`config.mk`:
```
export PLATFORM = sky130hd
export DESIGN_NAME = greedy_word_wrap_unit
export DESIGN_NICKNAME = d
export VERILOG_FILES = /design/src/design/gww_pkg.sv /design/src/design/greedy_word_wrap_unit.sv
export SDC_FILE = /design/constraint.sdc
export NUM_CORES = 1
export LEC_CHECK = 0
export ABC_AREA = 1
export ABC_CLOCK_PERIOD_IN_PS = 13800
export BUFFER_PORTS_ARGS = -buffer_cell sky130_fd_sc_hd__buf_2
export CAP_MARGIN = 40
export CORE_ASPECT_RATIO = 1.25
export CORE_MARGIN = 10
export CORE_UTILIZATION = 54
export DETAILED_ROUTE_END_ITERATION = 8
export GPL_TIMING_DRIVEN = 1
export PLACE_DENSITY_LB_ADDON = 0.05
export SLEW_MARGIN = 20
export SYNTH_ARGS = -nofsm -noshare
export SYNTH_HDL_FRONTEND = slang
export SYNTH_SLANG_ARGS = --single-unit
```
`constraint.sdc`:
```
create_clock -name aclk -period 13.8 [get_ports aclk]
set_clock_uncertainty 0.1 [all_clocks]
set_input_delay 2.76 -clock aclk [delete_from_list [all_inputs] [get_ports aclk]]
set_output_delay 2.76 -clock aclk [all_outputs]
set_load 0.01 [all_outputs]
```
`src/design/gww_pkg.sv`:
```
package gww_pkg;

    localparam int CODE_W   = 21;
    localparam int ADV_W    = 16;
    localparam int OFS_W    = 22;
    localparam int START_W  = 16;
    localparam int LEN_W    = 17;
    localparam int S_DATA_W = 40;
    localparam int M_DATA_W = 40;
    localparam int M_PAD_W  = M_DATA_W - START_W - LEN_W;
    localparam int S_PAD_W  = S_DATA_W - CODE_W - ADV_W;

    localparam logic [CODE_W-1:0] SPACE_CODE  = CODE_W'(32);
    localparam logic [OFS_W-1:0]  WRAP_RESET  = {OFS_W{1'b1}};

    typedef struct packed {
        logic [START_W-1:0] row_first;
        logic [LEN_W-1:0]   row_length;
        logic               run_end;
    } row_t;

endpackage

```
`src/design/greedy_word_wrap_unit.sv`:
```
// Channel   Dir  Content (tdata from bit 0 up)              Marker
// s_axis    in   code_point[20:0], advance[36:21], zeros    tlast = last_char
// m_axis    out  row_first[15:0], row_length[32:16], zeros  tlast = run_end
// cfg       in   cfg_wdata = wrap_width, taken when cfg_we  -
//
// One character is taken per cycle while s_axis_tready is high; its rows enter the result queue the cycle after.
// A character giving two rows writes both into the queue at once; they leave the result port one after the other.
// s_axis_tready holds high while the four-entry result queue has at least two free slots.
// Reset (aresetn low, synchronous) clears the text state and the queue and
// sets wrap_width to its maximum.
module greedy_word_wrap_unit
    import gww_pkg::*;
#(
    parameter int MAX_TEXT = 65536
) (
    input  logic                  aclk,
    input  logic                  aresetn,
    input  logic                  s_axis_tvalid,
    output logic                  s_axis_tready,
    // code_point[20:0], advance[36:21], zero pad
    input  logic [S_DATA_W-1:0]   s_axis_tdata,
    input  logic                  s_axis_tlast,
    output logic                  m_axis_tvalid,
    input  logic                  m_axis_tready,
    // row_first[15:0], row_length[32:16], zero pad
    output logic [M_DATA_W-1:0]   m_axis_tdata,
    output logic                  m_axis_tlast,
    input  logic                  cfg_we,
    input  logic [OFS_W-1:0]      cfg_wdata
);

    localparam int PW = $clog2(MAX_TEXT + 1);
    localparam logic [PW-1:0] MAX_IDX = PW'(MAX_TEXT);

    logic [OFS_W-1:0] wrap_reg;
    logic [PW-1:0]    pos_reg, pos_next;
    logic [PW-1:0]    rb_reg, rb_next;
    logic [PW-1:0]    ls_reg, ls_next;
    logic [OFS_W-1:0] ro_reg, ro_next;
    logic [OFS_W-1:0] wo_reg, wo_next;
    logic             lw_reg, lw_next;

    row_t       q_reg [4];
    logic [1:0] head_reg, tail_reg;
    logic [2:0] cnt_reg, cnt_next;

    logic [CODE_W-1:0] code;
    logic [ADV_W-1:0]  adv;
    logic              last, sp, acc, pop;
    logic [PW-1:0]     nxt, ls_v, nb;
    logic [OFS_W-1:0]  wo_v;
    logic [OFS_W:0]    sum, sum2;
    logic [1:0]        n;
    logic [PW-1:0]     e0s, e0e, e1s, e1e;
    row_t              r0, r1;

    function automatic logic [PW-1:0] inc_sat(input logic [PW-1:0] v);
        return (v < MAX_IDX) ? v + PW'(1) : MAX_IDX;
    endfunction

    function automatic row_t mk_row(input logic [PW-1:0] s, input logic [PW-1:0] e,
                                    input logic fin);
        row_t r;
        logic [PW-1:0] d;
        d = (e > s) ? e - s : '0;
        r.row_first  = START_W'(s);
        r.row_length = LEN_W'(d);
        r.run_end    = fin;
        return r;
    endfunction

    assign code = s_axis_tdata[CODE_W-1:0];
    assign adv  = s_axis_tdata[CODE_W +: ADV_W];
    assign last = s_axis_tlast;
    assign sp   = (code == SPACE_CODE);
    assign nxt  = inc_sat(pos_reg);
    assign ls_v = sp ? pos_reg : ls_reg;
    assign wo_v = sp ? '0 : wo_reg;
    assign nb   = inc_sat(ls_v);
    assign sum  = {1'b0, ro_reg} + {{(OFS_W-ADV_W+1){1'b0}}, adv};
    assign sum2 = {1'b0, wo_v} + {{(OFS_W-ADV_W+1){1'b0}}, adv};

    always_comb begin
        pos_next = pos_reg;
        rb_next  = rb_reg;
        ls_next  = ls_reg;
        ro_next  = ro_reg;
        wo_next  = wo_reg;
        lw_next  = lw_reg;
        n   = 2'd0;
        e0s = rb_reg;
        e0e = nxt;
        e1s = nb;
        e1e = nxt;
        if (lw_reg) begin
            if (!sp) begin
                if (last) begin
                    n = 2'd1;
                end
            end else begin
                n       = 2'd1;
                e0e     = pos_reg;
                lw_next = 1'b0;
                ro_next = '0;
                wo_next = '0;
                rb_next = nxt;
                ls_next = nxt;
            end
        end else if (sp && ro_reg == '0) begin
            rb_next = nxt;
            ls_next = nxt;
            wo_next = '0;
        end else begin
            if (sp) begin
                ls_next = pos_reg;
                wo_next = '0;
            end
            if (sum > {1'b0, wrap_reg}) begin
                if (ls_v == rb_reg) begin
                    if (sp) begin
                        n       = 2'd1;
                        e0e     = pos_reg;
                        rb_next = nxt;
                        ls_next = nxt;
                        ro_next = '0;
                        wo_next = '0;
                    end else begin
                        lw_next = 1'b1;
                        if (last) begin
                            n = 2'd1;
                        end
                    end
                end else begin
                    n       = 2'd1;
                    e0e     = ls_v;
                    rb_next = nb;
                    ls_next = nb;
                    if (sp) begin
                        ro_next = '0;
                        wo_next = '0;
                    end else begin
                        ro_next = wo_v;
                        if (sum2 > {1'b0, wrap_reg}) begin
                            lw_next = 1'b1;
                        end else begin
                            ro_next = OFS_W'(sum2);
                            wo_next = OFS_W'(sum2);
                        end
                        if (last) begin
                            n = 2'd2;
                        end
                    end
                end
            end else begin
                ro_next = OFS_W'(sum);
                if (!sp) begin
                    wo_next = OFS_W'(sum2);
                end
                if (last) begin
                    n = 2'd1;
                end
            end
        end
        if (last) begin
            pos_next = '0;
            rb_next  = '0;
            ls_next  = '0;
            ro_next  = '0;
            wo_next  = '0;
            lw_next  = 1'b0;
        end else begin
            pos_next = nxt;
        end
    end

    assign r0 = mk_row(e0s, e0e, (n == 2'd1));
    assign r1 = mk_row(e1s, e1e, 1'b1);

    assign s_axis_tready = (cnt_reg <= 3'd2);
    assign acc           = s_axis_tvalid && s_axis_tready;
    assign m_axis_tvalid = (cnt_reg != 3'd0);
    assign pop           = m_axis_tvalid && m_axis_tready;
    assign cnt_next      = cnt_reg + (acc ? {1'b0, n} : 3'd0) - {2'b0, pop};

    assign m_axis_tdata = {{M_PAD_W{1'b0}}, q_reg[head_reg].row_length,
                           q_reg[head_reg].row_first};
    assign m_axis_tlast = q_reg[head_reg].run_end;

    always_ff @(posedge aclk) begin
        if (!aresetn) begin
            wrap_reg <= WRAP_RESET;
            pos_reg  <= '0;
            rb_reg   <= '0;
            ls_reg   <= '0;
            ro_reg   <= '0;
            wo_reg   <= '0;
            lw_reg   <= 1'b0;
            head_reg <= '0;
            tail_reg <= '0;
            cnt_reg  <= '0;
        end else begin
            if (cfg_we) begin
                wrap_reg <= cfg_wdata;
            end
            if (acc) begin
                pos_reg  <= pos_next;
                rb_reg   <= rb_next;
                ls_reg   <= ls_next;
                ro_reg   <= ro_next;
                wo_reg   <= wo_next;
                lw_reg   <= lw_next;
                tail_reg <= tail_reg + n;
            end
            if (pop) begin
                head_reg <= head_reg + 2'd1;
            end
            cnt_reg <= cnt_next;
        end
    end

    always_ff @(posedge aclk) begin
        if (acc && n != 2'd0) begin
            q_reg[tail_reg] <= r0;
        end
        if (acc && n == 2'd2) begin
            q_reg[tail_reg + 2'd1] <= r1;
        end
    end

endmodule

```
==> qor.csv <==
stage,metric,value,unit
setup_path,Worst setup startpoint,s_axis_tdata[21],
setup_path,depth of the worst register-to-register path,39,
finish,total non-filler cell area in the finished layout,0.0227,sq mm
drt,metal1 wirelength,27800,um
sta,actual slew at the worst max-slew pin,0.810,ns
setup_path,critical register-to-register path startpoint,ro_reg[0]$_SDFFE_PN0P_,
global_route,total congestion overflow,0,
drt,Total Routed Length,77100,um
sta,post-layout minimum cycle time,9.80,ns
global_route,pin count of the biggest net entering global routing,69,
clocking,number of gates resized after CTS,0,
finish,layout cell share with drive strength beyond 1,7.33,%
logic_synthesis,sequential share of the synthesized area,31.3,%
setup_path,slack of the worst reg-to-reg path,5.83,ns
die,die outline height,241,um
global_route,vias in the first global route,21300,
clocking,hold-fix buffer count after cts,0,
clocking,count of buffers added by post-CTS timing repair for setup,0,
sta,setup TNS,0,ns
clocking,TritonCTS clock tree,built,
drt,routed length on met3,5560,um
setup_path,endpoint class of the critical path,flip-flop,
power,leakage power figure,10.7,nW
run,total of max-cap violations,0,
clocking,post-CTS clock slew at the launch and capture registers of the worst setup and hold paths,0.07,ns
clocking,number of clock buffers inserted by TritonCTS,29,
drt,detailed-route via count,22400,
clocking,Sink Count,263,
sta,max-slew violation total from the final report,0,
setup_path,required time reported for the critical path endpoint,14.15,ns
logic_synthesis,Post-Synthesis Mean Instance Area,6.55,sq um
logic_synthesis,synth unique cells,54,
run_status,run status,completed,
drt,wire per inst,20.6,um
place,post-place instance area,0.0218,sq mm
drt,number of design-rule violations left by the first detailed-router iteration,2275,
setup_path,slowest cell on the critical path,sky130_fd_sc_hd__fa_1,
drt,remaining design rule violation count,0,
sta,highest attainable clock frequency,102,MHz
sta,ratio of final minimum period to clock period,71.0,%
finish,final layout net count,3411,
logic_synthesis,number of warnings issued by yosys,0,
sta,Rel. slew slack,45.6,%
die,Die X-Extent,197,um
logic_synthesis,synthesized area,0.0211,sq mm
drt,highest metal layer with signal wires,met5,
setup_path,signal arrival time at the worst endpoint,10.15,ns
logic_synthesis,asr flop ratio synth,0,%
drt,length of the first detailed-routing pass in iterations,6,
logic_synthesis,share of the synthesized area in the top cell type,18.8,%
drt,number of nets with antenna violations after routing,0,
die,area of the die,0.0474,sq mm
place,number of placed cells counting well taps,3682,
logic_synthesis,cells taking the most area after synthesis,"sky130_fd_sc_hd__edfxtp_1 (19%), sky130_fd_sc_hd__nand2_1 (17%), sky130_fd_sc_hd__dfxtp_1 (12%), sky130_fd_sc_hd__a21oi_1 (8.2%), sky130_fd_sc_hd__ha_1 (6.9%)",
sta,final number of hold-violating endpoints,0,
place,detailed placement HPWL,56700,um
clocking,clock latency reported for the late side of the worst-skew pair,0.60,ns
die,Top-Level Pins,111,
clocking,Max H-tree Level,1,
sta,smallest setup slack after layout,4.00,ns
place,dpl ws,3.39,ns
finish,Final Non-Filler Cells,3737,
finish,number of diodes added for antenna fixing,0,
power,total power divided by cell area,148,mW/mm^2
global_route,first-pass GRT wire length,119000,um
global_route,number of antenna violations at the first check in global routing,1,
setup_path,termination of the worst setup path,q_reg[0][16]$_DFFE_PP_,
power,Worst VDD drop,0.000107,V
logic_synthesis,"EDFF count, synth",132,
setup_path,capture instance of the worst register-to-register path,q_reg[0][16]$_DFFE_PP_,
setup_path,Worst path most repeated cell,sky130_fd_sc_hd__nand2_1,
clocking,Root Driver,sky130_fd_sc_hd__clkbuf_16,
logic_synthesis,total of flip-flops plus latches after synthesis,263,
global_route,global-route total usage across every layer,31.5,%
finish,Area Overhead vs Synth,7.98,%
die,initial core utilization,54.9,%
worst_hold_path,path class of the lowest-slack min-delay path,reg -> reg,
sta,setup repair after global routing missed its margin,false,
setup_path,Setup crit start kind,primary input,
clocking,Clock Path Buffers,3,
place,gp weighted congestion,0.959,
logic_synthesis,Gate Count Post-Synth,3214,
die,FP Rows,80,
sta,hold slack final,0.360,ns
logic_synthesis,main flop type after synthesis,sky130_fd_sc_hd__edfxtp_1,
logic_synthesis,dominant cell type by area after synthesis,sky130_fd_sc_hd__edfxtp_1,
setup_path,Setup CP Type,in -> reg,
sta,number of setup violations in the final report,0,
setup_path,largest incremental delay on the critical path,0.41,ns
drt,Via density,6.01,
place,count of buffers from port buffering,100,
drt,met2 wire length,38300,um
die,core region area,0.0383,sq mm
setup_path,Critical Path Fanout Max,31,
finish,"flip-flop count of the largest register, all copies and words added",136,
## cell families after synthesis
kind of cell | synth area share, %
AOI/OAI and AO/OA | 20.4
xor gates and xnor gates | 2.50
adders and majority gates | 7.37
buffers and inverters | 9.75
DFF | 31.3
other | 0.0178
and+or+nand+nor | 28.7
## cell usage after synthesis, types with 3 or more instances
master,instances
sky130_fd_sc_hd__a21o_1,6
sky130_fd_sc_hd__a21oi_1,344
sky130_fd_sc_hd__a221oi_1,3
sky130_fd_sc_hd__a22oi_1,12
sky130_fd_sc_hd__a31oi_1,10
sky130_fd_sc_hd__buf_1,12
sky130_fd_sc_hd__buf_2,24
sky130_fd_sc_hd__buf_4,15
sky130_fd_sc_hd__buf_6,9
sky130_fd_sc_hd__clkbuf_1,109
sky130_fd_sc_hd__clkinv_1,6
sky130_fd_sc_hd__dfxtp_1,131
sky130_fd_sc_hd__edfxtp_1,132
sky130_fd_sc_hd__fa_1,5
sky130_fd_sc_hd__ha_1,116
sky130_fd_sc_hd__inv_1,319
sky130_fd_sc_hd__inv_2,12
sky130_fd_sc_hd__nand2_1,951
sky130_fd_sc_hd__nand2_2,4
sky130_fd_sc_hd__nand2_4,4
sky130_fd_sc_hd__nand3_1,179
sky130_fd_sc_hd__nand3b_1,7
sky130_fd_sc_hd__nand4_1,46
sky130_fd_sc_hd__nor2_1,203
sky130_fd_sc_hd__nor2_2,7
sky130_fd_sc_hd__nor3_1,23
sky130_fd_sc_hd__nor4_1,7
sky130_fd_sc_hd__o211ai_1,14
sky130_fd_sc_hd__o21a_1,6
sky130_fd_sc_hd__o21ai_0,271
sky130_fd_sc_hd__o21ai_1,81
sky130_fd_sc_hd__o21ai_2,3
sky130_fd_sc_hd__o21bai_1,11
sky130_fd_sc_hd__o22ai_1,40
sky130_fd_sc_hd__or2_2,10
sky130_fd_sc_hd__xnor2_1,10
sky130_fd_sc_hd__xor2_1,50
## cells in the final DEF, fill, tap and decap left out, types with 9 or more instances in the layout
cell type and n:
sky130_fd_sc_hd__o211ai_1 14, sky130_fd_sc_hd__clkbuf_16 29, sky130_fd_sc_hd__o21ai_0 271, sky130_fd_sc_hd__nand2_1 951
sky130_fd_sc_hd__xor2_1 50, sky130_fd_sc_hd__clkinv_1 9, sky130_fd_sc_hd__edfxtp_1 132, sky130_fd_sc_hd__dfxtp_1 129
sky130_fd_sc_hd__a22oi_1 12, sky130_fd_sc_hd__inv_1 317, sky130_fd_sc_hd__inv_2 13, sky130_fd_sc_hd__or2_2 10
sky130_fd_sc_hd__buf_2 101, sky130_fd_sc_hd__o21ai_1 81, sky130_fd_sc_hd__a31oi_1 10, sky130_fd_sc_hd__a21oi_1 343
sky130_fd_sc_hd__nor3_1 23, sky130_fd_sc_hd__xnor2_1 10, sky130_fd_sc_hd__o22ai_1 40, sky130_fd_sc_hd__ha_1 116
sky130_fd_sc_hd__nand4_1 46, sky130_fd_sc_hd__nor2_1 203, sky130_fd_sc_hd__buf_4 33, sky130_fd_sc_hd__o21bai_1 11
sky130_fd_sc_hd__nand3_1 179
## per-layer routing
metal  track usage (%)  vias up
met5                 0        -
met3              3.76      276
met4              21.3        2
met1              34.7    10300
met2              56.0     1154
li1                  -    10800
## stage by stage
stage / total power [mW] / utilization (%)
2_1_floorplan: 2.03 / -
3_3_place_gp: 2.47 / 56.5
3_5_place_dp: 2.51 / 56.7
4_1_cts: 3.32 / 59.3
5_1_grt: 3.54 / 59.3
6_report: 3.36 / 59.3
## how the worst min path moves through the flow
stage / startpoint / end / slack [ns] / depth (start not counted)
2_1_floorplan: q_reg[1][0]$_SDFFE_PP1P_ / q_reg[1][0]$_SDFFE_PP1P_ / 0.32 / 2
3_3_place_gp: q_reg[1][0]$_SDFFE_PP1P_ / q_reg[1][0]$_SDFFE_PP1P_ / 0.34 / 2
3_5_place_dp: q_reg[2][0]$_SDFFE_PP1P_ / q_reg[2][0]$_SDFFE_PP1P_ / 0.34 / 2
4_1_cts: q_reg[2][0]$_SDFFE_PP1P_ / q_reg[2][0]$_SDFFE_PP1P_ / 0.36 / 2
5_1_grt: wo_reg[20]$_SDFFE_PN0P_ / wo_reg[20]$_SDFFE_PN0P_ / 0.38 / 2
6_report: q_reg[2][0]$_SDFFE_PP1P_ / q_reg[2][0]$_SDFFE_PP1P_ / 0.36 / 2
## worst max-delay path, delay by kind of cell
family	cells	cell delay (ns)
AO/OA/AOI/OAI	11	2.04
buffers and inverters	6	1.28
AND/OR/NAND/NOR	18	2.58
adder cells (fa/ha/maj)	4	1.16
XOR/XNOR	1	0.26
## power by group
group / internal [mW] / switching, mW
Clock: 0.465 / 0.356
Combinational: 0.467 / 1.14
Sequential: 0.881 / 0.0445
## area by class of cell
| class | instances | area, sq um |
|---|---|---|
| Fill cell | 3737 | 15600 |
| Multi-Input combinational cell | 2451 | 12400 |
| Sequential cell | 263 | 6590 |
| Inverter | 337 | 1270 |
| Timing Repair Buffer | 140 | 852 |
| Clock buffer | 36 | 752 |
| Tap cell | 492 | 616 |
| Clock inverter | 18 | 220 |
Note: power is estimated with default switching activity, not from simulation.
